<file path="config.mk">
export PLATFORM = sky130hd
export DESIGN_NAME = fuzzy_path_match_scorer_unit
export DESIGN_NICKNAME = d
export VERILOG_FILES = /design/src/sv/fpms_pkg.sv /design/src/sv/fuzzy_path_match_scorer_unit.sv
export SDC_FILE = /design/constraint.sdc
export NUM_CORES = 1
export LEC_CHECK = 0
export BUFFER_PORTS_ARGS = -buffer_cell sky130_fd_sc_hd__buf_2
export CAP_MARGIN = 25
export CORE_UTILIZATION = 40
export CTS_BUF_LIST = sky130_fd_sc_hd__clkbuf_8 sky130_fd_sc_hd__clkbuf_16
export CTS_CLUSTER_DIAMETER = 200
export DETAILED_ROUTE_END_ITERATION = 10
export GPL_ROUTABILITY_DRIVEN = 0
export PLACE_DENSITY = 0.6
export SETUP_SLACK_MARGIN = 0.02
export SYNTH_ARGS = -nofsm -noshare
export SYNTH_HDL_FRONTEND = slang
export SYNTH_SLANG_ARGS = --single-unit
</file>
<file path="constraint.sdc">
create_clock -name aclk -period 21.2 [get_ports aclk]
set_input_delay 1.06 -clock aclk [delete_from_list [all_inputs] [get_ports aclk]]
set_output_delay 1.06 -clock aclk [all_outputs]
set_load 0.02 [all_outputs]
</file>
<file path="src/sv/fpms_pkg.sv">
// Shared constants, register indexes and the case-folding helper function of the fuzzy path match scorer.
package fpms_pkg;

    localparam int PATTERN_MAX_DEF = 16;
    localparam int PATH_MAX_DEF    = 1024;

    localparam int CHAR_W       = 8;
    localparam int CFG_LEN_W    = 5;
    localparam int CFG_DATA_W   = 64;
    localparam int CFG_INDEX_W  = 2;
    localparam int CHARS_PER_WORD = CFG_DATA_W / CHAR_W;
    localparam int SCORE_W      = 11;
    localparam int S_DATA_W     = 8;
    localparam int M_DATA_W     = 16;

    typedef logic [CFG_INDEX_W-1:0] cfg_index_t;
    typedef logic [CHAR_W-1:0]      char_t;

    localparam cfg_index_t CFG_PATTERN_LENGTH = 2'd0;
    localparam cfg_index_t CFG_CHARS_LOW      = 2'd1;
    localparam cfg_index_t CFG_CHARS_HIGH     = 2'd2;

    localparam char_t CHAR_SLASH = 8'h2F;
    localparam char_t CHAR_UPPER_A = 8'h41;
    localparam char_t CHAR_UPPER_Z = 8'h5A;
    localparam char_t CASE_OFFSET = 8'h20;

    localparam int SCORE_SUBSTRING   = 100;
    localparam int SCORE_AFTER_SLASH = 50;
    localparam int SCORE_PER_CHAR    = 10;
    localparam int SCORE_NONE        = -1;
    localparam int SCORE_MIN         = -1024;
    localparam int SCORE_MAX         = 1023;

    // ASCII-only case folding: A-Z become a-z, every other byte is kept.
    function automatic char_t fold_case(input char_t c);
        char_t r;
        r = c;
        if (c >= CHAR_UPPER_A && c <= CHAR_UPPER_Z) begin
            r = c + CASE_OFFSET;
        end
        return r;
    endfunction

endpackage

</file>
<file path="src/sv/fuzzy_path_match_scorer_unit.sv">
// Top level of the fuzzy path match scorer: streams path bytes and scores them against a pattern.
//
// Usage: the path is streamed one byte per item on the s_ channel, first byte first, with
// s_tlast marking its final byte. Exactly one result item leaves on the m_ channel per path,
// carrying the score (signed, -1 means no match) and a flag that the path was longer than
// PATH_MAX bytes. The pattern is loaded through the cfg_ write port while the block is idle;
// the pattern bytes are case-folded as they are written.
// A result passes from the input register to the result register, which drives m_tvalid,
// once the result register is free to take it.
// Throughput: one byte per cycle while the result register is free for each final byte. An input
// register feeds combinational compare logic (all pattern positions in parallel) that updates the
// per-path state and loads the result register.
// Reset (aresetn low, synchronous) clears the pattern, the per-path state and both valid flags.
// When the receiver stalls, the result waits in the output register; bytes of the next path
// keep flowing, and the input stops only when a second final byte has to wait for that slot.
module fuzzy_path_match_scorer_unit
    import fpms_pkg::*;
#(
    parameter int PATTERN_MAX = PATTERN_MAX_DEF,
    parameter int PATH_MAX    = PATH_MAX_DEF
) (
    input  logic                   aclk,
    input  logic                   aresetn,
    input  logic                   cfg_we,
    input  logic [CFG_INDEX_W-1:0] cfg_index,
    input  logic [CFG_DATA_W-1:0]  cfg_wdata,
    input  logic                   s_tvalid,
    output logic                   s_tready,
    input  logic [S_DATA_W-1:0]    s_tdata,   // [7:0] path_char
    input  logic                   s_tlast,   // path_end
    output logic                   m_tvalid,
    input  logic                   m_tready,
    output logic [M_DATA_W-1:0]    m_tdata    // [10:0] score, [11] too_long, [15:12] zero
);

    localparam int LW = $clog2(PATTERN_MAX + 1);
    localparam int CW = $clog2(PATH_MAX + 1);
    localparam int SW = ((CW > CHAR_W) ? CW : CHAR_W) + 2;
    localparam int EW = (SW > SCORE_W) ? SW : SCORE_W;

    // Configuration.
    logic [CFG_LEN_W-1:0] pattern_length_reg;
    char_t                pattern_reg [PATTERN_MAX];

    // Input register.
    logic  in_valid_reg;
    char_t in_char_reg;
    logic  in_last_reg;

    // Per-path state.
    logic [PATTERN_MAX-1:0] smv_reg;
    logic                   found_reg;
    logic [CW-1:0]          start_reg;
    logic [LW-1:0]          progress_reg;
    logic [CW-1:0]          slash_reg;
    logic [CW-1:0]          count_reg;
    logic                   overflow_reg;

    // Result register.
    logic                      m_valid_reg;
    logic signed [SCORE_W-1:0] m_score_reg;
    logic                      m_too_long_reg;

    logic [PATTERN_MAX-1:0] smv_next;
    logic                   found_next;
    logic [CW-1:0]          start_next;
    logic [LW-1:0]          progress_next;
    logic [CW-1:0]          slash_next;
    logic [CW-1:0]          count_next;
    logic                   overflow_next;

    logic [LW-1:0]          eff_len;
    logic [PATTERN_MAX-1:0] eq;
    logic [PATTERN_MAX:0]   smv_shift;
    logic                   take;
    logic                   hit_full;
    logic                   hit_seq;
    logic                   out_free;
    logic                   advance;
    logic signed [SW-1:0]   score_w;
    logic signed [EW-1:0]   score_ext;
    logic signed [SCORE_W-1:0] score_sat;

    assign eff_len = (pattern_length_reg > CFG_LEN_W'(PATTERN_MAX))
                   ? LW'(PATTERN_MAX) : LW'(pattern_length_reg);

    // The result slot is needed only by a final byte.
    assign out_free = !m_valid_reg || m_tready;
    assign advance  = in_valid_reg && (!in_last_reg || out_free);
    assign s_tready = !in_valid_reg || advance;

    always_comb begin
        for (int i = 0; i < PATTERN_MAX; i++) begin
            eq[i] = (LW'(i) < eff_len) && (pattern_reg[i] == in_char_reg);
        end
        smv_shift = {smv_reg, 1'b1};
        hit_full  = 1'b0;
        hit_seq   = 1'b0;
        take      = (count_reg != CW'(PATH_MAX));

        smv_next      = smv_reg;
        found_next    = found_reg;
        start_next    = start_reg;
        progress_next = progress_reg;
        slash_next    = slash_reg;
        count_next    = count_reg;
        overflow_next = overflow_reg;

        if (!take) begin
            overflow_next = 1'b1;
        end else begin
            if (eff_len != '0) begin
                smv_next = smv_shift[PATTERN_MAX-1:0] & eq;
                for (int i = 0; i < PATTERN_MAX; i++) begin
                    if (eff_len == LW'(i + 1) && smv_next[i]) begin
                        hit_full = 1'b1;
                    end
                    if (progress_reg == LW'(i) && eq[i]) begin
                        hit_seq = 1'b1;
                    end
                end
                // The match ends at this byte, so it began len - 1 bytes earlier.
                if (!found_reg && hit_full) begin
                    found_next = 1'b1;
                    start_next = count_reg + CW'(1) - CW'(eff_len);
                end
                if (hit_seq) begin
                    progress_next = progress_reg + LW'(1);
                end
            end
            if (in_char_reg == CHAR_SLASH) begin
                slash_next = count_reg + CW'(1);
            end
            count_next = count_reg + CW'(1);
        end
    end

    always_comb begin
        if (eff_len == '0) begin
            score_w = '0;
        end else if (found_next) begin
            if (start_next >= slash_next) begin
                score_w = SW'(SCORE_SUBSTRING + SCORE_AFTER_SLASH)
                        - $signed({1'b0, start_next});
            end else begin
                score_w = SW'(SCORE_SUBSTRING) - $signed({1'b0, start_next});
            end
        end else if (progress_next == eff_len) begin
            score_w = $signed(SW'(eff_len) * SW'(SCORE_PER_CHAR))
                    - $signed({1'b0, count_next});
        end else begin
            score_w = SW'(SCORE_NONE);
        end
        score_ext = EW'(score_w);
        if (score_ext < EW'(SCORE_MIN)) begin
            score_sat = SCORE_W'(SCORE_MIN);
        end else if (score_ext > EW'(SCORE_MAX)) begin
            score_sat = SCORE_W'(SCORE_MAX);
        end else begin
            score_sat = score_ext[SCORE_W-1:0];
        end
    end

    always_ff @(posedge aclk) begin
        if (!aresetn) begin
            pattern_length_reg <= '0;
            for (int i = 0; i < PATTERN_MAX; i++) begin
                pattern_reg[i] <= '0;
            end
        end else if (cfg_we) begin
            case (cfg_index)
                CFG_PATTERN_LENGTH: begin
                    pattern_length_reg <= cfg_wdata[CFG_LEN_W-1:0];
                end
                CFG_CHARS_LOW: begin
                    for (int i = 0; i < PATTERN_MAX; i++) begin
                        if (i < CHARS_PER_WORD) begin
                            pattern_reg[i] <=
                                fold_case(cfg_wdata[CHAR_W*(i % CHARS_PER_WORD) +: CHAR_W]);
                        end
                    end
                end
                CFG_CHARS_HIGH: begin
                    for (int i = 0; i < PATTERN_MAX; i++) begin
                        if (i >= CHARS_PER_WORD) begin
                            pattern_reg[i] <=
                                fold_case(cfg_wdata[CHAR_W*(i % CHARS_PER_WORD) +: CHAR_W]);
                        end
                    end
                end
                default: begin
                end
            endcase
        end
    end

    always_ff @(posedge aclk) begin
        if (!aresetn) begin
            in_valid_reg <= 1'b0;
        end else if (s_tready) begin
            in_valid_reg <= s_tvalid;
        end
        if (s_tvalid && s_tready) begin
            in_char_reg <= fold_case(s_tdata[CHAR_W-1:0]);
            in_last_reg <= s_tlast;
        end
    end

    always_ff @(posedge aclk) begin
        if (!aresetn || (advance && in_last_reg)) begin
            smv_reg      <= '0;
            found_reg    <= 1'b0;
            start_reg    <= '0;
            progress_reg <= '0;
            slash_reg    <= '0;
            count_reg    <= '0;
            overflow_reg <= 1'b0;
        end else if (advance) begin
            smv_reg      <= smv_next;
            found_reg    <= found_next;
            start_reg    <= start_next;
            progress_reg <= progress_next;
            slash_reg    <= slash_next;
            count_reg    <= count_next;
            overflow_reg <= overflow_next;
        end
    end

    always_ff @(posedge aclk) begin
        if (!aresetn) begin
            m_valid_reg <= 1'b0;
        end else if (advance && in_last_reg) begin
            m_valid_reg <= 1'b1;
        end else if (m_tready) begin
            m_valid_reg <= 1'b0;
        end
        if (advance && in_last_reg) begin
            m_score_reg    <= score_sat;
            m_too_long_reg <= overflow_next;
        end
    end

    assign m_tvalid = m_valid_reg;
    assign m_tdata  = {(M_DATA_W - SCORE_W - 1)'(0), m_too_long_reg, m_score_reg};

endmodule
</file>
==> impl_results.md, run 1 <==
* Status: completed
* Placed cells at 1798
* Gr ovfl total at 0
* Comb pwr share at 15.6%
* Most used DFF post-synth: edfxtp_1
* TritonCTS clock tree: built
* Vias in the first global route at 9568
* Sequential share of power at 45.5%
* Num ports at 98
* Die width at 182 um
* Period utilisation layout at 39.5%
* Vias per std cell at 5.44
* CTS buffer count at 23
* Crit path top cell by count: a21o_1
* # hold bufs at CTS at 0
* CTS Buffer Depth at 3
* Most frequent cells in the layout: edfxtp_1 (149), nor2_1 (146), xnor2_1 (133)
* Rel. slew slack at 23.8%
* First-pass GRT wire length at 53700 um
* WS Path Type: register to register
* Fmax at 119 MHz
* Crit path required time at 21.54 ns
* First-pass DRT Iterations at 5
* Crit path max-delay family: compound AO/OA/AOI/OAI gates
* Die Ht at 182 um
* Reg area at 5720 um2
* Syn avg cell area at 9.56 um2
* Vias post-DR at 10.0k
* Max reg flops at 128
* FFs w/ async S/R, synth at 0%
* Initial antenna violation count at 0
* Largest net degree at the start of global routing at 65
* CP max-delay cell: o21ai_2
* CORE AREA at 31700 um2
* Post-Syn Instances at 1357
* Int Pwr at 0.784 mW
* CTS sink count at 211
* Layout cells sized above 1 at 11.6%
* Placed inst area at 13800 um2
* I/O Buffers at 93
* First DRT Iteration DRCs at 841
* RSZ-0062 raised after global routing: no
* Clock Latency Late Sink at 0.53 ns
* Routed Antenna Nets at 0
* Post-cts resize count at 0
* Clk pwr share at 38.9%
* Pwr per Cell Area at 73.1 nW/um2
* Worst Path Max Fanout at 20
* Final max-slew violation count at 0
* Period minus WS final at 8.38 ns
* CP peak stage delay at 0.81 ns
* Clock Skew at 0.0128 ns
* P_sw at 0.285 mW
* Initial core utilization at 40.9%
* Area growth from synthesis to layout at 12.7%
* CTS root buf: clkbuf_16
* Synth Cell Area at 13000 um2
* Setup-failing EPs final at 0
* Setup crit end kind: register
* Cell Rows at 65
* Inserted Diodes at 0
* Yosys cell types at 75
* CP bufs+invs at 2
* Final-report hold violation count at 0
* Setup Fix Bufs, Post-CTS at 0
* Die Area at 33200 um2
* Crit path DAT at 8.72 ns
* Tightest Pin Transition at 1.14 ns
* Area of the multi-input gates at 6680 um2
* Yosys warns at 0
* NumNets Final at 1556
* Commonest non-fill, non-tap cell in the layout: edfxtp_1
* Leakage at 5.48 nW
* Drt wl/cell at 18.6 um
* Sequential share of the synthesized area at 44.0%
* Finished Layout Cells at 1842
* Hold Crit Class: register to register
* H-Tree Depth at 1
* Fillers at 2968
* Number of synthesized flops with an enable pin at 149
* Setup TNS at 0 ns
* Sw Share at 26.7%
* Clock Pin Slew Worst Setup and Hold Paths at 0.06 ns
* Post-DP HPWL at 25000 um
* DRC errors left at 0
* MaxCap Viol Count at 0
* Max VDD drop at 49.9 uV
* Critical path startpoint category: register
* DRT Wirelength at 34200 um
* Final Cell Area at 14600 um2
* Total Routing Usage GR at 20.7%
* Setup slack, reg-to-reg at 12.82 ns
* Yosys reg bits at 211
path summary, 6_finish.rpt:
check,from,to,cells after the start
min,slash_reg[0],slash_reg[0],2
min reg2reg,slash_reg[0],slash_reg[0],2
max reg2reg,pattern_length_reg[4],m_score_reg[6],31
max,pattern_length_reg[4],m_score_reg[6],31
routing by layer:
layer	share of wire (%)	routed length [um]	GRT usage, %	vias up
li1	-	-	-	4904
met1	45	15500	28.1	4749
met2	47	16000	34.6	311
met3	5.3	1810	2.59	55
met4	2.5	862	5.98	0
met5	0	0	0	-
power groups by stage:
stage	logic (mW)	clock network (mW)	registers, mW
after global routing	0.184	0.440	0.489
after CTS	0.164	0.422	0.489
after floorplan	0.120	0	0.488
after global placement	0.156	0	0.499
final	0.167	0.416	0.487
after detailed placement	0.163	0	0.498
synth_stat cells, drive strengths merged (6+ instances only):
library cell | n | share of area, %
nand4b | 6 | 0.40
nor2 | 147 | 4.3
nand4 | 30 | 1.4
a21o | 18 | 1.0
a211oi | 11 | 0.64
clkbuf | 41 | 1.2
nor3 | 18 | 0.69
dfxtp | 62 | 9.6
nand2 | 101 | 2.9
nand3 | 39 | 1.5
and2 | 107 | 5.2
edfxtp | 149 | 34
and3 | 11 | 0.53
mux2i | 14 | 1.1
o21ai | 23 | 1.0
nor4b | 14 | 0.99
xor2 | 48 | 3.2
nor4 | 27 | 1.3
or4 | 12 | 0.75
ha | 48 | 4.6
nor2b | 10 | 0.48
a31oi | 10 | 0.48
inv | 64 | 1.9
nand2b | 7 | 0.34
a21oi | 78 | 3.0
xnor2 | 133 | 9.0
o22ai | 19 | 0.92
buf | 33 | 1.6
through the flow:
| stage | power (mW) | utilization, % | hold WS [ns] | worst slack (ns) |
|---|---|---|---|---|
| floorplan | 0.608 | - | 0.427 | 14.46 |
| global placement | 0.656 | 43.2 | 0.438 | 13.11 |
| detailed placement | 0.660 | 43.5 | 0.449 | 12.99 |
| CTS | 1.07 | 45.9 | 0.461 | 12.97 |
| global route | 1.11 | 46.1 | 0.476 | 12.31 |
| finish | 1.07 | 46.1 | 0.457 | 12.82 |
area by class of cell:
type | instances | area share, %
Inverter | 64 | 1.64
Timing Repair Buffer | 112 | 4.89
Clock inverter | 18 | 1.30
Tap cell | 402 | 3.44
Clock buffer | 23 | 3.94
Sequential cell | 211 | 39.1
Multi-Input combinational cell | 1012 | 45.7
worst min-delay path: stages, from the launching register on:
cell and delay (ns):
dfxtp_1 0.31, nand2_1 0.05, a21oi_1 0.05
kinds of logic (layout without fill, tap and decap cells):
| group | after synthesis | after routing | share of synthesized area [%] |
|---|---|---|---|
| muxes | 16 | 16 | 1.25 |
| buffers and inverters | 138 | 217 | 4.66 |
| AOI/OAI and AO/OA | 207 | 207 | 10.5 |
| other | 1 | 5 | 0.0289 |
| adders and majority gates | 53 | 53 | 5.32 |
| xor gates and xnor gates | 181 | 181 | 12.2 |
| and+or+nand+nor | 550 | 550 | 22.0 |
| DFF | 211 | 211 | 44.0 |
Note: power is estimated with default switching activity, not from simulation.
==> inputs of run 2 (changes only) <==
--- a/config.mk
+++ b/config.mk
@@ -12,7 +12,7 @@
 export CTS_CLUSTER_DIAMETER = 200
 export DETAILED_ROUTE_END_ITERATION = 10
 export GPL_ROUTABILITY_DRIVEN = 0
-export PLACE_DENSITY = 0.6
+export PLACE_DENSITY = 0.62
 export SETUP_SLACK_MARGIN = 0.02
 export SYNTH_ARGS = -nofsm -noshare
 export SYNTH_HDL_FRONTEND = slang
==> constraint.sdc (replaced) <==
create_clock -name aclk -period 7.1 [get_ports aclk]
set_input_delay 0.355 -clock aclk [delete_from_list [all_inputs] [get_ports aclk]]
set_output_delay 0.355 -clock aclk [all_outputs]
set_load 0.02 [all_outputs]
==> run 2 against run 1 <==
Final area grew 2.4%. Via count rose by 2.0%. Non-clock buffer count grew 27. Flip-flop and latch count stayed put. Routed wire length increased by 0.71%. Sequential share of layout area is 0.88 points lower. Critical path depth fell by 1. Power increased to 3.1 times the previous value. Clock skew rose by 0.0037 ns. First-iteration DRC count fell by 19%. Die area unchanged. Critical path type unchanged. Largest power group unchanged.
==> impl_results.md, run 2 (synthesis gave the netlist of run 1 again) <==
* Final-report hold violation count at 0 (unchanged)
* CTS sink count at 211 (unchanged)
* TritonCTS clock tree: built (unchanged)
* Reg area at 5720 um2 (about the same)
* CTS root buf: clkbuf_16 (unchanged)
* Area of the multi-input gates at 6780 um2 (was 6680 um2)
* Post-DP HPWL at 25200 um (was 25000 um)
* Inserted Diodes at 0 (unchanged)
* Setup crit end kind: register (unchanged)
* Vias in the first global route at 9905 (was 9568)
* Crit path required time at 7.37 ns (was 21.54 ns)
* CTS Buffer Depth at 3 (unchanged)
* Most frequent cells in the layout: edfxtp_1 (149), nor2_1 (146), xnor2_1 (133) (unchanged)
* Tightest Pin Transition at 1.06 ns (was 1.14 ns)
* Initial core utilization at 40.9% (unchanged)
* Leakage at 5.67 nW (was 5.48 nW)
* First-pass GRT wire length at 54400 um (was 53700 um)
* CORE AREA at 31700 um2 (unchanged)
* H-Tree Depth at 1 (unchanged)
* Largest net degree at the start of global routing at 65 (unchanged)
* Routed Antenna Nets at 0 (unchanged)
* Vias post-DR at 10.2k (was 10.0k)
* First DRT Iteration DRCs at 684 (was 841)
* Gr ovfl total at 0 (unchanged)
* Fillers at 3015 (was 2968)
* Clock Latency Late Sink at 0.54 ns (was 0.53 ns)
* Crit path top cell by count: a21o_1 (unchanged)
* Fmax at 147 MHz (was 119 MHz)
* Total Routing Usage GR at 20.8% (was 20.7%)
* Rel. slew slack at 29.0% (was 23.8%)
* Worst-case hold slack at 0.0391 ns (was 0.457 ns)
* Clock Skew at 0.0164 ns (was 0.0128 ns)
* CP bufs+invs at 2 (unchanged)
* Clock Pin Slew Worst Setup and Hold Paths at 0.06 ns (about the same)
* First-pass DRT Iterations at 5 (unchanged)
* Die Area at 33200 um2 (unchanged)
* Worst Hold Launch: s_tdata[3] (was slash_reg[0])
* NumNets Final at 1585 (was 1556)
* Area growth from synthesis to layout at 15.3% (was 12.7%)
* Cell Rows at 65 (unchanged)
* Vias per std cell at 5.45 (was 5.44)
* DRT Wirelength at 34400 um (was 34200 um)
* I/O Buffers at 93 (unchanged)
* Period utilisation layout at 96.0% (was 39.5%)
* Setup TNS at 0 ns (unchanged)
* CP peak stage delay at 0.58 ns (was 0.81 ns)
* Die width at 182 um (unchanged)
* Die Ht at 182 um (unchanged)
* Max VDD drop at 148 uV (was 49.9 uV)
* CTS buffer count at 24 (was 23)
* Initial antenna violation count at 0 (unchanged)
* Crit path from: in_char_reg[5] (was pattern_length_reg[4])
* Pwr per Cell Area at 221 nW/um2 (was 73.1 nW/um2)
* Crit path DAT at 7.09 ns (was 8.72 ns)
* MaxCap Viol Count at 0 (unchanged)
* Critical path startpoint category: register (unchanged)
* RSZ-0062 raised after global routing: no (unchanged)
* Worst Path Max Fanout at 18 (was 20)
* Drt wl/cell at 18.4 um (was 18.6 um)
* WS Path Type: register to register (unchanged)
* Layout cells sized above 1 at 14.8% (was 11.6%)
* Status: completed (unchanged)
* Hold Crit Class: input pin to register (was register to register)
* Reg2Reg Launch Point: in_char_reg[5] (was pattern_length_reg[4])
* Max reg flops at 128 (unchanged)
* DRC errors left at 0 (unchanged)
* Period minus WS final at 6.81 ns (was 8.38 ns)
* CP max-delay cell: or4_4 (was o21ai_2)
* Setup-failing EPs final at 0 (unchanged)
* Crit path max-delay family: compound AO/OA/AOI/OAI gates (unchanged)
* Final max-slew violation count at 0 (unchanged)
* Num ports at 98 (unchanged)
* Commonest non-fill, non-tap cell in the layout: edfxtp_1 (unchanged)
-- run 2: worst paths after layout --
kind                    endpoint  slack, ns  depth (start not counted)
setup / recovery  m_score_reg[9]       0.29                         30
hold / removal    in_char_reg[3]       0.04                          1
setup reg to reg  m_score_reg[9]       0.29                         30
hold reg to reg      smv_reg[14]       0.46                          2
-- run 2: area by class of cell --
cell class              instances  share of cell area, %
well taps                     402                   3.36
repair buffers                139                   5.82
clock buffers                  24                   4.01
flip-flops and latches        211                   38.2
inverters                      64                   1.60
multi-input cells            1013                   45.3
clock inverters                20                   1.68
-- run 2: worst reg2reg max path: cells and delay by family, from the launching register on --
family	cells	cell delay, ns
xor gates and xnor gates	1	0.20
buffers and inverters	2	0.37
and+or+nand+nor	6	1.55
adders and majority gates	2	0.50
AOI/OAI and AO/OA	19	3.53
DFF	1	0.41
-- run 2: stage by stage --
stage | power [mW] | util, % | setup WS [ns] | std cells | cell area, um2
after floorplan | 1.82 | - | 0.361 | 1361 | 13000
after global placement | 1.97 | 44.1 | 0.179 | 1827 | 14000
after detailed placement | 1.98 | 44.1 | 0.144 | 1827 | 14000
after CTS | 3.32 | 46.8 | 0.113 | 1872 | 14900
after global routing | 3.43 | 47.2 | 0.0107 | 1873 | 15000
final | 3.30 | 47.2 | 0.286 | 1873 | 15000
-- run 2: what timing repair did --
action / 4_1_cts / 5_1_grt
setup buffers: 0 / 0
endpoints found under the hold margin: 1 / 0
gates resized for setup: 0 / 21
endpoints found under the setup margin: 0 / 10
hold buffers: 1 / 0
-- run 2: power breakdown --
part	switching, mW	internal (mW)	leakage, nW
Combinational	0.306	0.214	3.29
Sequential	0.0438	1.40	1.97
Clock	0.532	0.806	0.418
-- run 2: routing by layer --
| layer | vias to the layer above | global-route usage, % | part of all wire [%] |
|---|---|---|---|
| met5 | - | 0 | 0 |
| met4 | 0 | 6.42 | 3.0 |
| li1 | 4968 | - | - |
| met3 | 63 | 2.55 | 5.0 |
| met2 | 301 | 34.9 | 47 |
| met1 | 4883 | 28.0 | 45 |
==> inputs of run 3 (changes only) <==
==> constraint.sdc (replaced) <==
create_clock -name aclk -period 7.1 [get_ports aclk]
set_input_delay 0.71 -clock aclk [delete_from_list [all_inputs] [get_ports aclk]]
set_output_delay 0.71 -clock aclk [all_outputs]
set_load 0.02 [all_outputs]
==> run 3 against run 2 <==
Flip-flop and latch count unchanged. Final cell count about the same. Clock power about the same. Register-to-register slack worse by 0.03 ns. Hold slack better by 0.33 ns. Count of clock-buffer cells in the layout unchanged. Clock skew down 0.00077 ns. Critical path type unchanged. First-iteration DRC count up 7.6%. Critical endpoint unchanged. Non-clock buffer count down 1. Worst setup slack worse by 0.033 ns.
==> impl_results.md, run 3 (synthesis gave the netlist of run 1 again) <==
* Status: completed (unchanged)
* Hold Crit Class: input pin to register (unchanged)
* First-pass GRT wire length at 54300 um (was 54400 um)
* Initial core utilization at 40.9% (unchanged)
* Pwr per Cell Area at 221 nW/um2 (about the same)
* NumNets Final at 1584 (was 1585)
* DRC errors left at 0 (unchanged)
* CTS sink count at 211 (unchanged)
* DRT Wirelength at 34400 um (about the same)
* CORE AREA at 31700 um2 (unchanged)
* Most frequent cells in the layout: edfxtp_1 (149), nor2_1 (146), xnor2_1 (133) (unchanged)
* Max reg flops at 128 (unchanged)
* Drt wl/cell at 18.4 um (about the same)
* Overall power at 3.30 mW (about the same)
* Commonest non-fill, non-tap cell in the layout: edfxtp_1 (unchanged)
* Gr ovfl total at 0 (unchanged)
* Fmax at 146 MHz (was 147 MHz)
* First-pass DRT Iterations at 5 (unchanged)
* Setup crit end kind: register (unchanged)
* Post-cts resize count at 0 (unchanged)
* Initial antenna violation count at 0 (unchanged)
* CTS root buf: clkbuf_16 (unchanged)
* TritonCTS clock tree: built (unchanged)
* RSZ-0062 raised after global routing: no (unchanged)
* Largest net degree at the start of global routing at 65 (unchanged)
* Setup-failing EPs final at 0 (unchanged)
* Clock Skew at 0.0156 ns (was 0.0164 ns)
* Routed Antenna Nets at 0 (unchanged)
* Die Area at 33200 um2 (unchanged)
* Layout cells sized above 1 at 14.8% (about the same)
* Inserted Diodes at 0 (unchanged)
* Final-report hold violation count at 0 (unchanged)
* Crit path top cell by count: a21o_1 (unchanged)
* Final max-slew violation count at 0 (unchanged)
* Period utilisation layout at 96.4% (was 96.0%)
* First DRT Iteration DRCs at 736 (was 684)
* Vias per std cell at 5.47 (was 5.45)
* MaxCap Viol Count at 0 (unchanged)
* H-Tree Depth at 1 (unchanged)
* WS Path Type: register to register (unchanged)
* Die Ht at 182 um (unchanged)
* CP max-delay cell: or4_4 (unchanged)
* Vias in the first global route at 9889 (was 9905)
* Critical path startpoint category: register (unchanged)
* Setup TNS at 0 ns (unchanged)
* Clock Pin Slew Worst Setup and Hold Paths at 0.06 ns (about the same)
* Total Routing Usage GR at 20.8% (about the same)
* Crit path DAT at 7.12 ns (was 7.09 ns)
* CTS buffer count at 24 (unchanged)
* Area growth from synthesis to layout at 15.3% (about the same)
* # hold bufs at CTS at 0 (was 1)
* Setup Fix Bufs, Post-CTS at 0 (unchanged)
* Max VDD drop at 148 uV (about the same)
* Worst Path Max Fanout at 18 (unchanged)
* Post-DP HPWL at 25200 um (unchanged)
* Cell Rows at 65 (unchanged)
* Leakage at 5.67 nW (about the same)
* Vias post-DR at 10.2k (about the same)
* Clock Latency Late Sink at 0.53 ns (was 0.54 ns)
* CP peak stage delay at 0.58 ns (about the same)
* Die width at 182 um (unchanged)
* Rel. slew slack at 30.1% (was 29.0%)
* Num ports at 98 (unchanged)
* I/O Buffers at 93 (unchanged)
* Crit path required time at 7.37 ns (about the same)
* Period minus WS final at 6.85 ns (was 6.81 ns)
* CTS Buffer Depth at 3 (unchanged)
* Tightest Pin Transition at 1.05 ns (was 1.06 ns)
-- run 3: cell types whose count changed in the layout (fill, tap and decap cells not counted) --
| cell | before | now |
|---|---|---|
| dlygate4sd3_1 | 1 | 0 |
-- run 3: per-stage QoR --
step	utilization, %	instance area, um2	instances	hold slack [ns]	setup slack, ns
2_1_floorplan	-	13000	1361	0.427	0.361
3_3_place_gp	44.1	14000	1827	0.442	0.179
3_5_place_dp	44.1	14000	1827	0.447	0.144
4_1_cts	46.8	14800	1871	0.346	0.113
5_1_grt	47.2	15000	1872	0.355	0.0107
6_report	47.2	15000	1872	0.368	0.252
-- run 3: worst max-delay path, delay by kind of cell (launching register included) --
| kind | cells | cell delay (ns) |
|---|---|---|
| simple gates | 6 | 1.55 |
| compound gates | 19 | 3.56 |
| fa+ha+maj | 2 | 0.51 |
| buf+inv | 2 | 0.37 |
| flops | 1 | 0.41 |
| xor+xnor | 1 | 0.19 |
-- run 3: where the power goes --
part	switching (mW)	leakage (nW)	internal (mW)
sequential	0.0439	1.97	1.40
clock	0.532	0.418	0.806
combinational	0.306	3.29	0.214
total	0.882	5.67	2.42
-- run 3: final cells by class --
cell class              instances  area, um2
fillers                      3018      16800
clock buffers                  24        601
repair buffers                138        861
inverters                      64        240
multi-input cells            1013       6780
clock inverters                20        251
flip-flops and latches        211       5720
well taps                     402        503
-- run 3: path summary, 6_finish.rpt --
path	to	cells past startpoint	slack, ns	start
max	m_score_reg[9]	30	0.25	in_char_reg[5]
min	in_last_reg	1	0.37	s_tlast
max reg2reg	m_score_reg[9]	30	0.25	in_char_reg[5]
min reg2reg	smv_reg[14]	2	0.46	smv_reg[14]
-- run 3: routing by layer --
| metal | vias up | share of wire, % | track usage (%) |
|---|---|---|---|
| met5 | - | 0 | 0 |
| met4 | 0 | 3.0 | 6.42 |
| met3 | 61 | 5.4 | 2.55 |
| met2 | 321 | 47 | 34.9 |
| met1 | 4888 | 45 | 28.0 |
| li1 | 4965 | - | - |
